`src/sv/hds_pkg.sv`:
```
// Shared types and constants for the heat diffusion stencil.
// No dependencies; imported by every module of the block.
package hds_pkg;

    // Cell values are unsigned Q1.15
    localparam int VALUE_BITS = 16;
    localparam int SUM_BITS = VALUE_BITS + 2;
    localparam int HDS_MAX_WIDTH = 1024;

    // Configuration port
    localparam int CFG_INDEX_BITS = 4;
    localparam int CFG_DATA_BITS = 16;
    localparam int ROW_WIDTH_BITS = 11;
    localparam int ROW_COUNT_BITS = 16;
    localparam int ROW_INDEX_BITS = 17;
    localparam logic [CFG_INDEX_BITS-1:0] CFG_ROW_WIDTH = CFG_INDEX_BITS'(0);
    localparam logic [CFG_INDEX_BITS-1:0] CFG_ROW_COUNT = CFG_INDEX_BITS'(1);
    localparam logic [ROW_WIDTH_BITS-1:0] ROW_WIDTH_RESET = ROW_WIDTH_BITS'(1024);
    localparam logic [ROW_COUNT_BITS-1:0] ROW_COUNT_RESET = ROW_COUNT_BITS'(256);

    // Queue between front and back
    localparam int QUEUE_DEPTH = 4;
    localparam int QPTR_BITS = $clog2(QUEUE_DEPTH);
    localparam int QCNT_BITS = $clog2(QUEUE_DEPTH + 1);

    // One stencil job: the four operands plus column/frame flags
    typedef struct packed {
        logic [VALUE_BITS-1:0] up;
        logic [VALUE_BITS-1:0] center;
        logic [VALUE_BITS-1:0] left;
        logic [VALUE_BITS-1:0] right;
        logic                  first_col;
        logic                  last_col;
        logic                  last_frame;
    } hds_item_t;

    typedef struct packed {
        logic [QCNT_BITS-1:0] count;
        logic                 full;
        logic                 empty;
    } hds_qstat_t;

endpackage

```
`src/sv/hds_back.sv`:
```
// Stencil back end: neighbor sum, divide by three or four, output register.
// Depends on hds_pkg.
module hds_back (
    input  logic                           clk,
    input  logic                           rst_n,
    input  hds_pkg::hds_item_t             head_item,
    input  hds_pkg::hds_qstat_t            qstat,
    output logic                           pop,
    output logic                           m_tvalid,
    input  logic                           m_tready,
    output logic [hds_pkg::VALUE_BITS-1:0] new_value,
    output logic                           last_in_row,
    output logic                           last_in_frame
);
    import hds_pkg::*;

    // floor(x/3) = (x * ceil(2^K/3)) >> K, exact for x < 2^SUM_BITS
    localparam int DIV3_SHIFT = SUM_BITS + 1;
    localparam logic [SUM_BITS-1:0] DIV3_MUL =
        SUM_BITS'(((64'd1 << DIV3_SHIFT) + 64'd2) / 64'd3);

    logic                  a_valid_reg;
    logic [SUM_BITS-1:0]   a_sum_reg;
    logic                  a_div3_reg;
    logic                  a_last_reg;
    logic                  a_lastf_reg;
    logic                  out_valid_reg;
    logic [VALUE_BITS-1:0] out_data_reg;
    logic                  out_last_reg;
    logic                  out_lastf_reg;

    logic                  out_adv;
    logic                  a_load;
    logic [SUM_BITS-1:0]   sum;
    logic [2*SUM_BITS-1:0] prod;
    logic [VALUE_BITS-1:0] quot;

    assign out_adv = !out_valid_reg || m_tready;
    assign a_load  = !a_valid_reg || out_adv;
    assign pop     = a_load && !qstat.empty;

    always_comb
    begin
        sum = SUM_BITS'(head_item.up) + SUM_BITS'(head_item.center);
        if (!head_item.first_col)
        begin
            sum = sum + SUM_BITS'(head_item.left);
        end
        if (!head_item.last_col)
        begin
            sum = sum + SUM_BITS'(head_item.right);
        end
    end

    assign prod = (2*SUM_BITS)'(a_sum_reg) * (2*SUM_BITS)'(DIV3_MUL);
    assign quot = a_div3_reg ? VALUE_BITS'(prod >> DIV3_SHIFT)
                             : VALUE_BITS'(a_sum_reg >> 2);

    always_ff @(posedge clk or negedge rst_n)
    begin
        if (!rst_n)
        begin
            a_valid_reg   <= 1'b0;
            out_valid_reg <= 1'b0;
        end
        else
        begin
            if (a_load)
            begin
                a_valid_reg <= pop;
            end
            if (out_adv)
            begin
                out_valid_reg <= a_valid_reg;
            end
        end
    end

    always_ff @(posedge clk)
    begin
        if (a_load)
        begin
            a_sum_reg   <= sum;
            a_div3_reg  <= head_item.first_col || head_item.last_col;
            a_last_reg  <= head_item.last_col;
            a_lastf_reg <= head_item.last_frame;
        end
        if (out_adv)
        begin
            out_data_reg  <= quot;
            out_last_reg  <= a_last_reg;
            out_lastf_reg <= a_lastf_reg;
        end
    end

    assign m_tvalid      = out_valid_reg;
    assign new_value     = out_data_reg;
    assign last_in_row   = out_last_reg;
    assign last_in_frame = out_lastf_reg;

    a_frame_end_is_row_end: assert property (@(posedge clk) disable iff (!rst_n)
        (m_tvalid && last_in_frame) |-> last_in_row)
        else $error("frame end flagged off the row end");

endmodule

```
`config.mk`:
```
export PLATFORM = sky130hd
export DESIGN_NAME = hds_back
export DESIGN_NICKNAME = d
export VERILOG_FILES = /design/src/sv/hds_pkg.sv /design/src/sv/hds_back.sv
export SDC_FILE = /design/constraint.sdc
export NUM_CORES = 1
export LEC_CHECK = 0
export ABC_CLOCK_PERIOD_IN_PS = 5200
export BUFFER_PORTS_ARGS = -buffer_cell sky130_fd_sc_hd__clkbuf_2
export CORE_MARGIN = 3
export CORE_UTILIZATION = 30
export CTS_CLUSTER_DIAMETER = 120
export DETAILED_ROUTE_END_ITERATION = 12
export PLACE_DENSITY = 0.52
export REMOVE_ABC_BUFFERS = 1
export SLEW_MARGIN = 20
export SYNTH_ARGS = -nofsm -noshare
export SYNTH_HDL_FRONTEND = slang
export SYNTH_SLANG_ARGS = --single-unit
```
`constraint.sdc`:
```
create_clock -name clk -period 5.2 [get_ports clk]
set_input_delay 0.26 -clock clk [delete_from_list [all_inputs] [get_ports clk]]
set_output_delay 0.26 -clock clk [all_outputs]
set_load 0.03 [all_outputs]
```
==> reports/metrics.cfg <==
[place]
gp_congestion=0.918
dp_hpwl_um=20500
placed_cells=1613
io_buffers=90

[grt]
grt_overflow=0
grt_max_degree=31
grt_pass1_vias=7950
grt_pass1_wl_um=39000
grt_usage=0.143
antenna_found_initial=0

[synth]
synthTopCellsByArea=ha_1 (27%), fa_1 (24%), edfxtp_1 (12%)
synth_area_leader_cell=ha_1
synth-simple-area-share=0.0694
netlist_instances=996
yosysTopAreaCellShare=0.266
synth_compound_gate_area_share=0.120
yosys.area_share.xor_xnor=0.0507
synth_fa_ha_area_frac=0.504
synth_top_family_by_area=adder cells
yosys-mux-area-fraction=0.0287
ys.warnings.count=0
syn_avg_cell_area_um2=9.54
synthTopCellsByCount=inv_1 (239), ha_1 (202), fa_1 (113), a21oi_1 (50), nand2_1 (43)
ys_seq_area_frac=0.129
synth_top_flop_cell=edfxtp_1
synth-seq-cells=41
synth_edf_count=39
synth_area_um2=9500
async_flop_share=0.0488
synth_most_common_cell=inv_1
synth_cell_types=58

[floorplanning]
dieWidth_um=184
die_h_um=184
core_area_um2=30900
start_util=0.307
num_io_pins=95
dieArea_um2=33800
rows=64

[worst_setup_path]
critPathLaunchType=flop
cp-startpoint=a_sum_reg[11]
cp.arrival_ns=5.46
worstSetupPathType=flop to flop
end_kind=flop
cp_max_fo=4
worst_ep_required_time_ns=5.23
reg2reg_depth=19
timing.rr.start=a_sum_reg[11]

[drt]
initialDrtViolationCount=265
drt_first_pass_iters=4
wire_per_inst_um=14.1
drtAntennaViolNets=0
wl_um=23300
vias=7484
drc=0
via_per_inst=4.54

[run_status]
status=finished with violations
violations=negative setup slack

[sta]
setup_tns_ns=-1.48
rsz0062_at_grt=true
fin_ws_ns=-0.230
setup_violations=10
hold_viol=0
worst_pin_slew_ns=0.943
fin_crit_sh=1.04
fmax_ghz=0.184
final.min_clock_period_ns=5.43
skew_ns=0.0114
hold-worst-slack_ns=0.127
relSlewSlack=0.371
drv_slew=0

[clocking]
cts_num_sinks=41
path_clk_slew_ns=0.07
htreeDepth=2
tritoncts=yes
clk_path_buf_depth=2
root_buffer=clkbuf_16
clock_latency_ns=0.30
cts-buffers-inserted=5

[flow_run]
drv_cap=0

[final_layout]
fin_nets=1642
nFillCells=3086
syn_to_final_growth_pct=30.9
instances_no_fill=1649
largest_reg_flops=18
antenna_cells=0
drive_above_1_share=0.286

[worst_hold_path]
min_from=qstat[0]
whs_path_depth=2
hold_path.class=input port to flop

layer usage:
metal  share of wire  track usage
met5               0            0
met4           0.011       0.0245
met3           0.045       0.0275
met2            0.47        0.244
met1            0.47        0.192
final timing paths:
path / to / slack, ns
worst max register to register: new_value[14] / -0.23
worst min-delay path: a_valid_reg / 0.13
min in group asynchronous: a_valid_reg / 0.28
worst max-delay path: new_value[14] / -0.23
max in group asynchronous: a_valid_reg / 4.83
worst min register to register: last_in_frame / 0.43
placed cells by master (no fill, tap or decap), types with 21 or more instances in the layout:
| cell type | count |
|---|---|
| a21o_1 | 21 |
| ha_4 | 25 |
| edfxtp_1 | 39 |
| clkbuf_2 | 88 |
| buf_4 | 158 |
| nand2_1 | 42 |
| inv_1 | 233 |
| ha_1 | 177 |
| nor2_1 | 32 |
| a21oi_1 | 38 |
| fa_1 | 108 |
| o21ai_0 | 28 |
| xnor2_1 | 33 |
metrics by stage:
stage                     setup WS [ns]  cell area [µm²]   util
after floorplan                  -0.326             9470      -
after global placement           -0.377            11500  0.371
after detailed placement         -0.487            11500  0.371
after CTS                        -0.191            12000  0.390
after global routing             -0.405            12400  0.402
final                            -0.230            12400  0.402
timing repair:
| item | 4_1_cts | 5_1_grt |
|---|---|---|
| buffers inserted | 12 | 15 |
| hold endpoints to repair | 2 | 0 |
| resized for setup | 46 | 49 |
| hold buffers | 1 | 0 |
| endpoints found under the setup margin | 17 | 20 |
| pin swaps | 28 | 31 |
logic make-up (layout without fill, tap and decap cells):
kind of cell	count (synthesis)	after routing
flops	41	41
mux	25	25
simple gates	137	137
xor+xnor	55	55
fa+ha+maj	315	315
compound gates	175	175
buf+inv	248	505
layout make-up:
class                           count  area (µm²)  share of cell area
Timing Repair Buffer              257        1760               0.141
Clock buffer                        5         125              0.0101
Sequential cell                    41        1220              0.0982
Inverter                          240         901              0.0724
Tap cell                          396         495              0.0398
Clock inverter                      3        46.3             0.00372
Multi-Input combinational cell    707        7890               0.634
worst max-delay path: stages (launching register included):
cell and delay, ns:
edfxtp_1 0.47, buf_4 0.19, ha_4 0.24, ha_1 0.30, fa_2 0.56, inv_1 0.05, fa_1 0.48, inv_1 0.05
fa_1 0.56, fa_2 0.46, ha_4 0.31, o211a_1 0.18, nand3_1 0.09, a21o_1 0.19, a21oi_2 0.19, nor4_1 0.07
buf_4 0.17, o41ai_4 0.35, xnor2_1 0.15, mux2i_1 0.08
Power is left out: the tool's default activity adds up to more than one toggle a clock period on the data nets, which glitch-free logic cannot reach.
