File: src/sv/hds_pkg.sv
// Shared types and constants for the heat diffusion stencil.
// No dependencies; imported by every module of the block.
package hds_pkg;

    // Cell values are unsigned Q1.15
    localparam int VALUE_BITS = 16;
    localparam int SUM_BITS = VALUE_BITS + 2;
    localparam int HDS_MAX_WIDTH = 1024;

    // Configuration port
    localparam int CFG_INDEX_BITS = 4;
    localparam int CFG_DATA_BITS = 16;
    localparam int ROW_WIDTH_BITS = 11;
    localparam int ROW_COUNT_BITS = 16;
    localparam int ROW_INDEX_BITS = 17;
    localparam logic [CFG_INDEX_BITS-1:0] CFG_ROW_WIDTH = CFG_INDEX_BITS'(0);
    localparam logic [CFG_INDEX_BITS-1:0] CFG_ROW_COUNT = CFG_INDEX_BITS'(1);
    localparam logic [ROW_WIDTH_BITS-1:0] ROW_WIDTH_RESET = ROW_WIDTH_BITS'(1024);
    localparam logic [ROW_COUNT_BITS-1:0] ROW_COUNT_RESET = ROW_COUNT_BITS'(256);

    // Queue between front and back
    localparam int QUEUE_DEPTH = 4;
    localparam int QPTR_BITS = $clog2(QUEUE_DEPTH);
    localparam int QCNT_BITS = $clog2(QUEUE_DEPTH + 1);

    // One stencil job: the four operands plus column/frame flags
    typedef struct packed {
        logic [VALUE_BITS-1:0] up;
        logic [VALUE_BITS-1:0] center;
        logic [VALUE_BITS-1:0] left;
        logic [VALUE_BITS-1:0] right;
        logic                  first_col;
        logic                  last_col;
        logic                  last_frame;
    } hds_item_t;

    typedef struct packed {
        logic [QCNT_BITS-1:0] count;
        logic                 full;
        logic                 empty;
    } hds_qstat_t;

endpackage

File: src/sv/hds_queue.sv
// Short job queue between the stencil front end and the arithmetic back end.
// Depends on hds_pkg.
module hds_queue (
    input  logic               clk,
    input  logic               rst_n,
    input  logic               push,
    input  hds_pkg::hds_item_t push_item,
    input  logic               pop,
    output hds_pkg::hds_item_t head_item,
    output hds_pkg::hds_qstat_t stat
);
    import hds_pkg::*;

    hds_item_t            slot_reg [QUEUE_DEPTH];
    logic [QPTR_BITS-1:0] wr_ptr_reg;
    logic [QPTR_BITS-1:0] rd_ptr_reg;
    logic [QCNT_BITS-1:0] count_reg;
    logic                 do_push;
    logic                 do_pop;

    assign stat.count = count_reg;
    assign stat.full  = (count_reg == QCNT_BITS'(QUEUE_DEPTH));
    assign stat.empty = (count_reg == '0);
    assign do_push    = push && !stat.full;
    assign do_pop     = pop && !stat.empty;
    assign head_item  = slot_reg[rd_ptr_reg];

    always_ff @(posedge clk or negedge rst_n)
    begin
        if (!rst_n)
        begin
            wr_ptr_reg <= '0;
            rd_ptr_reg <= '0;
            count_reg  <= '0;
        end
        else
        begin
            if (do_push)
            begin
                wr_ptr_reg <= QPTR_BITS'(wr_ptr_reg + 1'b1);
            end
            if (do_pop)
            begin
                rd_ptr_reg <= QPTR_BITS'(rd_ptr_reg + 1'b1);
            end
            if (do_push && !do_pop)
            begin
                count_reg <= QCNT_BITS'(count_reg + 1'b1);
            end
            else if (do_pop && !do_push)
            begin
                count_reg <= QCNT_BITS'(count_reg - 1'b1);
            end
        end
    end

    always_ff @(posedge clk)
    begin
        if (do_push)
        begin
            slot_reg[wr_ptr_reg] <= push_item;
        end
    end

    // fill level rises by one on a push without a pop
    a_count_up: assert property (@(posedge clk) disable iff (!rst_n)
        (do_push && !do_pop) |=> (count_reg == QCNT_BITS'($past(count_reg) + 1'b1)))
        else $error("queue count did not follow a push");

endmodule

File: config.mk
export PLATFORM = sky130hd
export DESIGN_NAME = hds_queue
export DESIGN_NICKNAME = d
export VERILOG_FILES = /design/src/sv/hds_pkg.sv /design/src/sv/hds_queue.sv
export SDC_FILE = /design/constraint.sdc
export NUM_CORES = 1
export LEC_CHECK = 0
export ABC_AREA = 1
export BUFFER_PORTS_ARGS = -buffer_cell sky130_fd_sc_hd__buf_2
export CAP_MARGIN = 5
export CORE_MARGIN = 3
export CORE_UTILIZATION = 25
export DETAILED_ROUTE_END_ITERATION = 8
export MAX_ROUTING_LAYER = met4
export SYNTH_ARGS = -nofsm -noshare
export SYNTH_HDL_FRONTEND = slang
export SYNTH_SLANG_ARGS = --single-unit
File: constraint.sdc
create_clock -name clk -period 4.9 [get_ports clk]
set_input_delay 0 -clock clk [delete_from_list [all_inputs] [get_ports clk]]
set_output_delay 0 -clock clk [all_outputs]
set_load 0.02 [all_outputs]
==> results.md, run 1 <==
* Top delay family on crit path: buffers and inverters
* Synthesis-to-finish area growth at 27.9%
* CTS clock-pin slew for the worst setup and hold paths at 0.06 ns
* CTS tree: built
* Die area at 46500 um^2
* Row Count at 76
* Nets at 1131
* M1 WL at 10.8 mm
* Drt total wl at 24.5 mm
* Largest register FFs at 268
* DR iter-0 viols at 254
* Chip width at 216 um
* Layout fillers at 4280
* Clock tree buffer depth at 3
* Met3 WL at 1.30 mm
* Post-Syn Area at 11000 um^2
* Highest Clock Rate at 382 MHz
* Crit end category: output port
* Starting Density at 25.4%
* Top FF cell, synth: edfxtp_1
* Largest net degree at the start of global routing at 146
* CP Buf/Inv Count at 3
* Peak VDD IR at 351 uV
* Crit path max fanout at 145
* Top cell type by total area after synthesis: edfxtp_1
* Yosys warnings at 0
* Final min period at 2.62 ns
* Detailed-placement wirelength estimate at 14.6 mm
* Post-CTS setup buffer count at 0
* Vias at 6734
* Post-synth ARST share at 2.55%
* Final Hold Viols at 0
* LEAKAGE at 5.58 nW
* Critical path's most frequent cell: nand2_1
* Worst path cell trace: inv_8, buf_12, nand2_1, o211ai_1, nand2_1, buf_2
* CTS Buf Count at 30
* Critical-path top delay cell: inv_8
* First-pass GRT wire length at 38.4 mm
* Hold_buf cts at 71
* IO Pins at 143
* Vias in the first global route at 6792
* Crit-path max cell delay at 0.51 ns
* Total iterations of the first detailed-routing run at 5
* Fin area at 14100 um^2
* Crit path DAT at 2.62 ns
* Final period util at 53.4%
* Synthesized Nets at 920
* Post-synth top area share at 73.2%
* Top Metal Used: met4
* Clock sink count at 275
* Routed length on met2 at 12.0 mm
* Max-slew violation count at 0
* Final Skew at 0.0132 ns
* Gpl congestion at 0.741
* Post-synth EDFFs at 268
* Critical path class: register to output port
* Drc violations at 0
* Synth cell count leaders: edfxtp_1 (268), nand2_1 (219), inv_1 (149)
* Cells after synthesis at 843
* Final core utilization at 32.5%
* Area post-placement at 12300 um^2
* Yosys cell types at 18
* Sequential element share of the synthesized area at 74.8%
* Synth area leaders: edfxtp_1 (73%), o211ai_1 (9.1%), nand2_1 (7.5%)
* Synth Area per Inst at 13.0 um^2
* Cts repair resizes at 0
* Final Power at 8.45 mW
* Share of cells above drive strength 1 at 19.0%
* Final setup fails at 0
* Setup TNS at 0 ns
* Die height at 216 um
* FF+latch count, synth at 275
* Max Cap Violations at 0
* Via-per-instance ratio at 4.04
* Pwr per Cell Area at 601 nW/um^2
* Antenna violations before repair at 2
* Most frequent cell after synthesis: edfxtp_1
* Depth of the CTS H-tree at 1
* Later-pin clock latency in the skew report at 0.55 ns
* Routed length per instance at 14.7 um
* Core Box Area at 43300 um^2
* Antenna Nets Post-Route at 0
* Min-Delay Path Class: input pin to register
* Outcome: finished, final reports clean
* Worst slew margin at 26.5%
* Grt ovf at 0
* Port Buf Inserts at 142
* RSZ-0062 raised after global routing: no
* Tot GR Track Use at 10.7%
* Worst Path Required at 4.90 ns
* Slew of the pin with the lowest slew margin at 1.10 ns
* Startpoint Class: register
* Root Driver: clkbuf_16
[path summary, 6_finish.rpt]
kind	from	endpoint	slack (ns)	depth (start not counted)
max	rd_ptr_reg[0]	head_item[6]	2.28	6
min	push_item[38]	slot_reg[1][38]	0.21	2
max reg2reg	count_reg[0]	slot_reg[1][63]	2.33	5
min reg2reg	count_reg[2]	count_reg[2]	0.53	2
max in group asynchronous	rst_n	rd_ptr_reg[1]	4.22	3
min in group asynchronous	rst_n	wr_ptr_reg[1]	0.41	3
[stage by stage]
stage | setup slack, ns | hold slack [ns] | std cells
floorplan | 0.725 | -0.296 | 843
global placement | 2.32 | -0.157 | 1536
detailed placement | 2.25 | -0.161 | 1536
CTS | 2.19 | 0.156 | 1663
global route | 2.03 | 0.180 | 1665
finish | 2.28 | 0.208 | 1665
[layout by cell type, fill, tap and decap left out]
cell type / instances
buf_12: 1
buf_2: 142
buf_4: 9
bufinv_16: 4
clkbuf_1: 7
clkbuf_16: 31
clkinv_1: 3
clkinv_2: 7
clkinv_4: 1
clkinvlp_4: 3
dfrtp_1: 6
dfrtp_4: 1
diode_2: 2
dlygate4sd3_1: 71
edfxtp_1: 268
fa_1: 1
ha_1: 5
inv_1: 149
inv_6: 1
inv_8: 1
nand2_1: 219
nand3_1: 7
nand4_1: 1
nor2_4: 4
o211ai_1: 134
o21ai_0: 1
xnor2_1: 1
[worst reg2reg max path, stage by stage (launching register included)]
cell and delay (ns):
dfrtp_1 0.43, inv_1 0.08, nand3_1 0.13, nand2_1 0.29
nor2_4 0.71, buf_4 0.52
[logic make-up after synthesis]
family / share of synthesized area (%)
flip-flops: 74.8
AND/OR/NAND/NOR: 7.99
buffers and inverters: 7.22
AO/OA/AOI/OAI: 9.19
adder cells (fa/ha/maj): 0.751
XOR/XNOR: 0.0797
[area by class of cell]
type / instances / area, um^2 / share of cell area, %
clock inverter: 18 / 201 / 1.43
multi-input combinational: 373 / 2010 / 14.3
clock buffer: 38 / 802 / 5.70
antenna: 2 / 5.00 / 0.0356
timing repair buffer: 223 / 1510 / 10.7
tap: 585 / 732 / 5.21
sequential: 275 / 8230 / 58.5
inverter: 151 / 576 / 4.09
[metal layers]
layer / vias up / track usage [%]
met2: 145 / 18.5
met3: 28 / 2.30
li1: 3361 / -
met1: 3200 / 13.0
met5: - / -
met4: 0 / 2.53
[power by group]
group          total [mW]  internal (mW)  switching, mW
Sequential           3.21           3.10          0.114
Combinational        2.97          0.849           2.12
Clock                2.27           1.37          0.899
Total                8.45           5.32           3.14
No activity file was read; power rests on OpenSTA's default activity.
==> run 2: changes to the inputs <==
- clock period: 4.9 -> 2.3 ns (I/O delays scaled with it)
==> run 2 against run 1 <==
Compared with the run above: first-iteration DRC count grew 9.8%; via count shrank 0.98%; wire length shrank 5.6%; worst hold slack lost 0.0093 ns.
==> results.md, run 2 (synthesis results as in run 1) <==
* Final setup fails at 0
* Pwr per Cell Area at 1270 nW/um^2
* Die height at 216 um
* IO Pins at 143
* Clock power share at 26.6%
* Antenna violations before repair at 3
* Grt ovf at 0
* Largest register FFs at 268
* DR iter-0 viols at 279
* Worst slew margin at 54.1%
* Setup TNS at 0 ns
* Switching Share at 36.4%
* Commonest non-fill, non-tap cell in the layout: edfxtp_1
* Row Count at 76
* CTS clock-pin slew for the worst setup and hold paths at 0.06 ns
* Peak VDD IR at 592 uV
* Final min period at 2.11 ns
* Total iterations of the first detailed-routing run at 4
* Final core utilization at 32.8%
* Share of cells above drive strength 1 at 19.4%
* Core Box Area at 43300 um^2
* Highest Clock Rate at 474 MHz
* Tot GR Track Use at 10.2%
* Final Skew at 0.0117 ns
* Sequential power share at 37.9%
* CTS Buf Count at 30
* Vias at 6668
* Comb power frac at 35.5%
* Crit end category: output port
* Gpl congestion at 0.730
* Min-Delay Path Class: input pin to register
* Antenna Nets Post-Route at 0
* Port Buf Inserts at 142
* Startpoint Class: register
* Via-per-instance ratio at 4.00
* Later-pin clock latency in the skew report at 0.55 ns
* Largest net degree at the start of global routing at 81
* Crit path DAT at 2.11 ns
* Max-slew violation count at 0
* First-pass GRT wire length at 37.0 mm
* Slew of the pin with the lowest slew margin at 0.689 ns
* Outcome: finished, final reports clean
* CTS tree: built
* Chip width at 216 um
* Most frequent cells in the layout: edfxtp_1 (268), nand2_1 (218), inv_1 (149)
* Detailed-placement wirelength estimate at 13.2 mm
* Routed length per instance at 13.9 um
* Clock tree buffer depth at 3
* Final period util at 91.7%
* Crit path max fanout at 80
* Root Driver: clkbuf_16
* Critical path class: register to output port
* Final Hold Viols at 0
* Max Cap Violations at 0
* Int Pwr at 11.5 mW
* Synthesis-to-finish area growth at 29.1%
* Die area at 46500 um^2
* P_sw at 6.57 mW
* Starting Density at 25.4%
* Post-CTS setup buffer count at 0
* Drt total wl at 23.2 mm
* Clock sink count at 275
* Vias in the first global route at 6739
* Worst Path Required at 2.30 ns
* Drc violations at 0
* Nets at 1134
* LEAKAGE at 5.63 nW
* Depth of the CTS H-tree at 1
* RSZ-0062 raised after global routing: no
## run 2: cell types whose count changed in the layout (fill, tap and decap cells not counted), sizes merged
cell      delta
clkbuf       -2
clkinv       +4
diode        +1
inv          -1
clkinvlp     -1
buf          +3
## run 2: worst max-delay path, stage by stage, from the launching register on
cell	delay [ns]
dfrtp_1	0.45
inv_8	0.25
buf_12	0.32
nand2_1	0.10
o211ai_1	0.10
nand2_1	0.10
buf_2	0.18
## run 2: per-stage QoR
step	cells	hold slack [ns]	cell area, um^2	total power [mW]	setup slack, ns
after floorplan	843	-0.296	11000	11.2	0.0155
after global placement	1539	-0.157	12500	13.3	0.528
after detailed placement	1539	-0.153	12500	13.4	0.478
after CTS	1666	0.167	14200	18.4	0.140
after global routing	1669	0.173	14200	19.2	0.00125
final	1669	0.199	14200	18.0	0.190
## run 2: worst paths after layout
kind | startpoint | slack [ns] | endpoint | cells after the start
worst min register to register | count_reg[0] | 0.53 | count_reg[0] | 1
min in group asynchronous | rst_n | 0.44 | count_reg[2] | 3
worst max register to register | count_reg[1] | 0.48 | count_reg[2] | 10
worst min-delay path | push_item[21] | 0.20 | slot_reg[0][21] | 2
max in group asynchronous | rst_n | 1.56 | rd_ptr_reg[1] | 3
worst max-delay path | rd_ptr_reg[0] | 0.19 | head_item[41] | 6
## run 2: power by group through the flow
stage	Clock [mW]	Sequential, mW	Combinational, mW
final	4.80	6.84	6.40
after global routing	5.17	6.92	7.14
after global placement	0	6.91	6.38
after floorplan	0	6.93	4.27
after detailed placement	0	6.95	6.47
after CTS	4.96	6.84	6.59
## run 2: cell type report
class	instances	area [um^2]
Fill cell	4258	29100
Sequential cell	275	8230
Multi-Input combinational cell	373	2010
Timing Repair Buffer	226	1640
Clock buffer	36	795
Tap cell	585	732
Inverter	151	576
Clock inverter	20	209
Antenna cell	3	7.51
## run 2: routing by layer
layer,up-vias,GRT usage [%],wire [um]
li1,3371,-,-
met1,3119,12.4,10300
met2,148,17.4,11300
met3,30,2.38,1080
met4,0,2.23,454
met5,-,-,0
## run 2: repair_timing
action / CTS / global route
hold buffers: 71 / 0
setup endpoints to repair: 18 / 0
hold endpoints to repair: 280 / 0
resized for setup: 1 / 0
==> run 3: changes to the inputs <==
- clock period: 2.3 -> 2.5 ns (I/O delays scaled with it)
==> run 3 against run 2 <==
Compared with the run above: final area fell by 0.86%; register-to-register slack improved by 0.17 ns; largest cell class unchanged; total power down 10%; sequential share of layout area rose by 0.49 points.
==> results.md, run 3 (synthesis results as in run 1) <==
* Largest register FFs at 268
* Root Driver: clkbuf_16
* CP endpoint: head_item[66]
* Worst path depth at 5
* Outcome: finished, final reports clean
* Routed length per instance at 14.0 um
* Share of cells above drive strength 1 at 19.0%
* Pwr per Cell Area at 1150 nW/um^2
* CP startpoint: rd_ptr_reg[1]
* Nets at 1135
* CTS tree: built
* Commonest non-fill, non-tap cell in the layout: edfxtp_1
* Critical-path top delay cell: dfrtp_4
* CTS Buf Count at 31
* Area post-placement at 12500 um^2
* Via-per-instance ratio at 4.05
* Critical path class: register to output port
* DR iter-0 viols at 273
* Core Box Area at 43300 um^2
* Seq. cell area at 8230 um^2
* FF-to-FF End: slot_reg[3][17]
* FF-to-FF path depth at 6
* Gpl congestion at 0.726
* Final period util at 85.7%
* Post-CTS setup buffer count at 0
* CTS clock-pin slew for the worst setup and hold paths at 0.06 ns
* Setup TNS at 0 ns
* Crit path DAT at 2.14 ns
* Multi-input gate area in the final layout at 2010 um^2
* Post-route insts no fill at 1664
* Antenna violations before repair at 1
* Final Hold Viols at 0
* Depth of the CTS H-tree at 1
* Die height at 216 um
* Max Cap Violations at 0
* Startpoint Class: register
* Chip width at 216 um
* Hold WS at 0.199 ns
* Place WS at 0.640 ns
* Vias in the first global route at 6893
* Antenna Nets Post-Route at 0
* Final Skew at 0.0144 ns
* LEAKAGE at 5.59 nW
* Tot GR Track Use at 10.3%
* Row Count at 76
* Top delay family on crit path: buffers and inverters
* Drt total wl at 23.3 mm
* Clock sink count at 275
* Highest Clock Rate at 467 MHz
* Grt ovf at 0
* Die area at 46500 um^2
* Final Power at 16.2 mW
* First-pass GRT wire length at 37.2 mm
* Crit path max fanout at 30
* Min-Delay Path Class: input pin to register
* IO Pins at 143
* Placed Cells at 1539
* Peak VDD IR at 767 uV
* Vias at 6733
* RSZ-0062 raised after global routing: no
* CP Buf/Inv Count at 3
* Clock tree buffer depth at 3
* Min-Delay Path Depth at 2
* Port Buf Inserts at 142
* Detailed-placement wirelength estimate at 13.1 mm
* Cts repair resizes at 0
* Most frequent cells in the layout: edfxtp_1 (268), nand2_1 (219), inv_1 (149)
* Drc violations at 0
* R2R Setup Slk at 0.65 ns
* Worst setup margin at 0.357 ns
* Worst Path Required at 2.50 ns
* Crit end category: output port
* Total iterations of the first detailed-routing run at 4
* Final core utilization at 32.5%
* Slew of the pin with the lowest slew margin at 0.463 ns
* Final min period at 2.14 ns
* Hold_buf cts at 71
* Layout fillers at 4277
* Worst path cell trace: inv_2, buf_4, o211ai_1, nand2_1, buf_2
* Later-pin clock latency in the skew report at 0.55 ns
* Max-slew violation count at 0
* Worst R2R Start: count_reg[0]
* Crit-path max cell delay at 0.61 ns
* Largest net degree at the start of global routing at 82
* Synthesis-to-finish area growth at 28.0%
* Fin area at 14100 um^2
* Starting Density at 25.4%
* Final setup fails at 0
* Worst slew margin at 69.1%
run 3: changes by cell type in the layout (fill, tap and decap cells not counted), sizes merged:
cell	previous run	this run
bufinv	4	1
clkbuf	36	35
clkinv	15	16
clkinvlp	2	1
diode	3	1
inv	150	151
run 3: per-layer routing:
layer  routed length [um]  up-vias  track usage [%]  share of wire (%)
li1                     -     3374                -                  -
met1                10100     3181             12.3                 43
met2                11500      147             17.8                 49
met3                 1260       31             2.38                5.4
met4                  430        0             2.31                1.8
met5                    0        -                -                  0
run 3: worst min path at each step:
| stage | startpoint | endpoint | slack (ns) |
|---|---|---|---|
| 2_1_floorplan | rst_n | count_reg[0] | -0.30 |
| 3_3_place_gp | rst_n | count_reg[1] | -0.16 |
| 3_5_place_dp | rst_n | count_reg[2] | -0.15 |
| 4_1_cts | push_item[38] | slot_reg[3][38] | 0.16 |
| 5_1_grt | push_item[44] | slot_reg[3][44] | 0.18 |
| 6_report | push_item[47] | slot_reg[1][47] | 0.20 |
run 3: cell type report:
class / count / area share [%]
flip-flops and latches: 275 / 58.5
multi-input cells: 373 / 14.3
repair buffers: 226 / 11.5
clock buffers: 35 / 5.62
well taps: 585 / 5.20
inverters: 151 / 4.08
clock inverters: 18 / 0.836
diodes: 1 / 0.0178
run 3: worst reg2reg max path: stages, from the launching register on:
cell and delay [ns]:
dfrtp_1 0.43, inv_1 0.08, nand3_1 0.14, nand2_1 0.11, buf_4 0.19, nor2_4 0.10
buf_12 0.39
run 3: where the power goes:
group / internal, mW / total [mW] / switching (mW)
Sequential: 6.07 / 6.34 / 0.274
Combinational: 1.80 / 5.84 / 4.04
Clock: 2.35 / 4.05 / 1.70
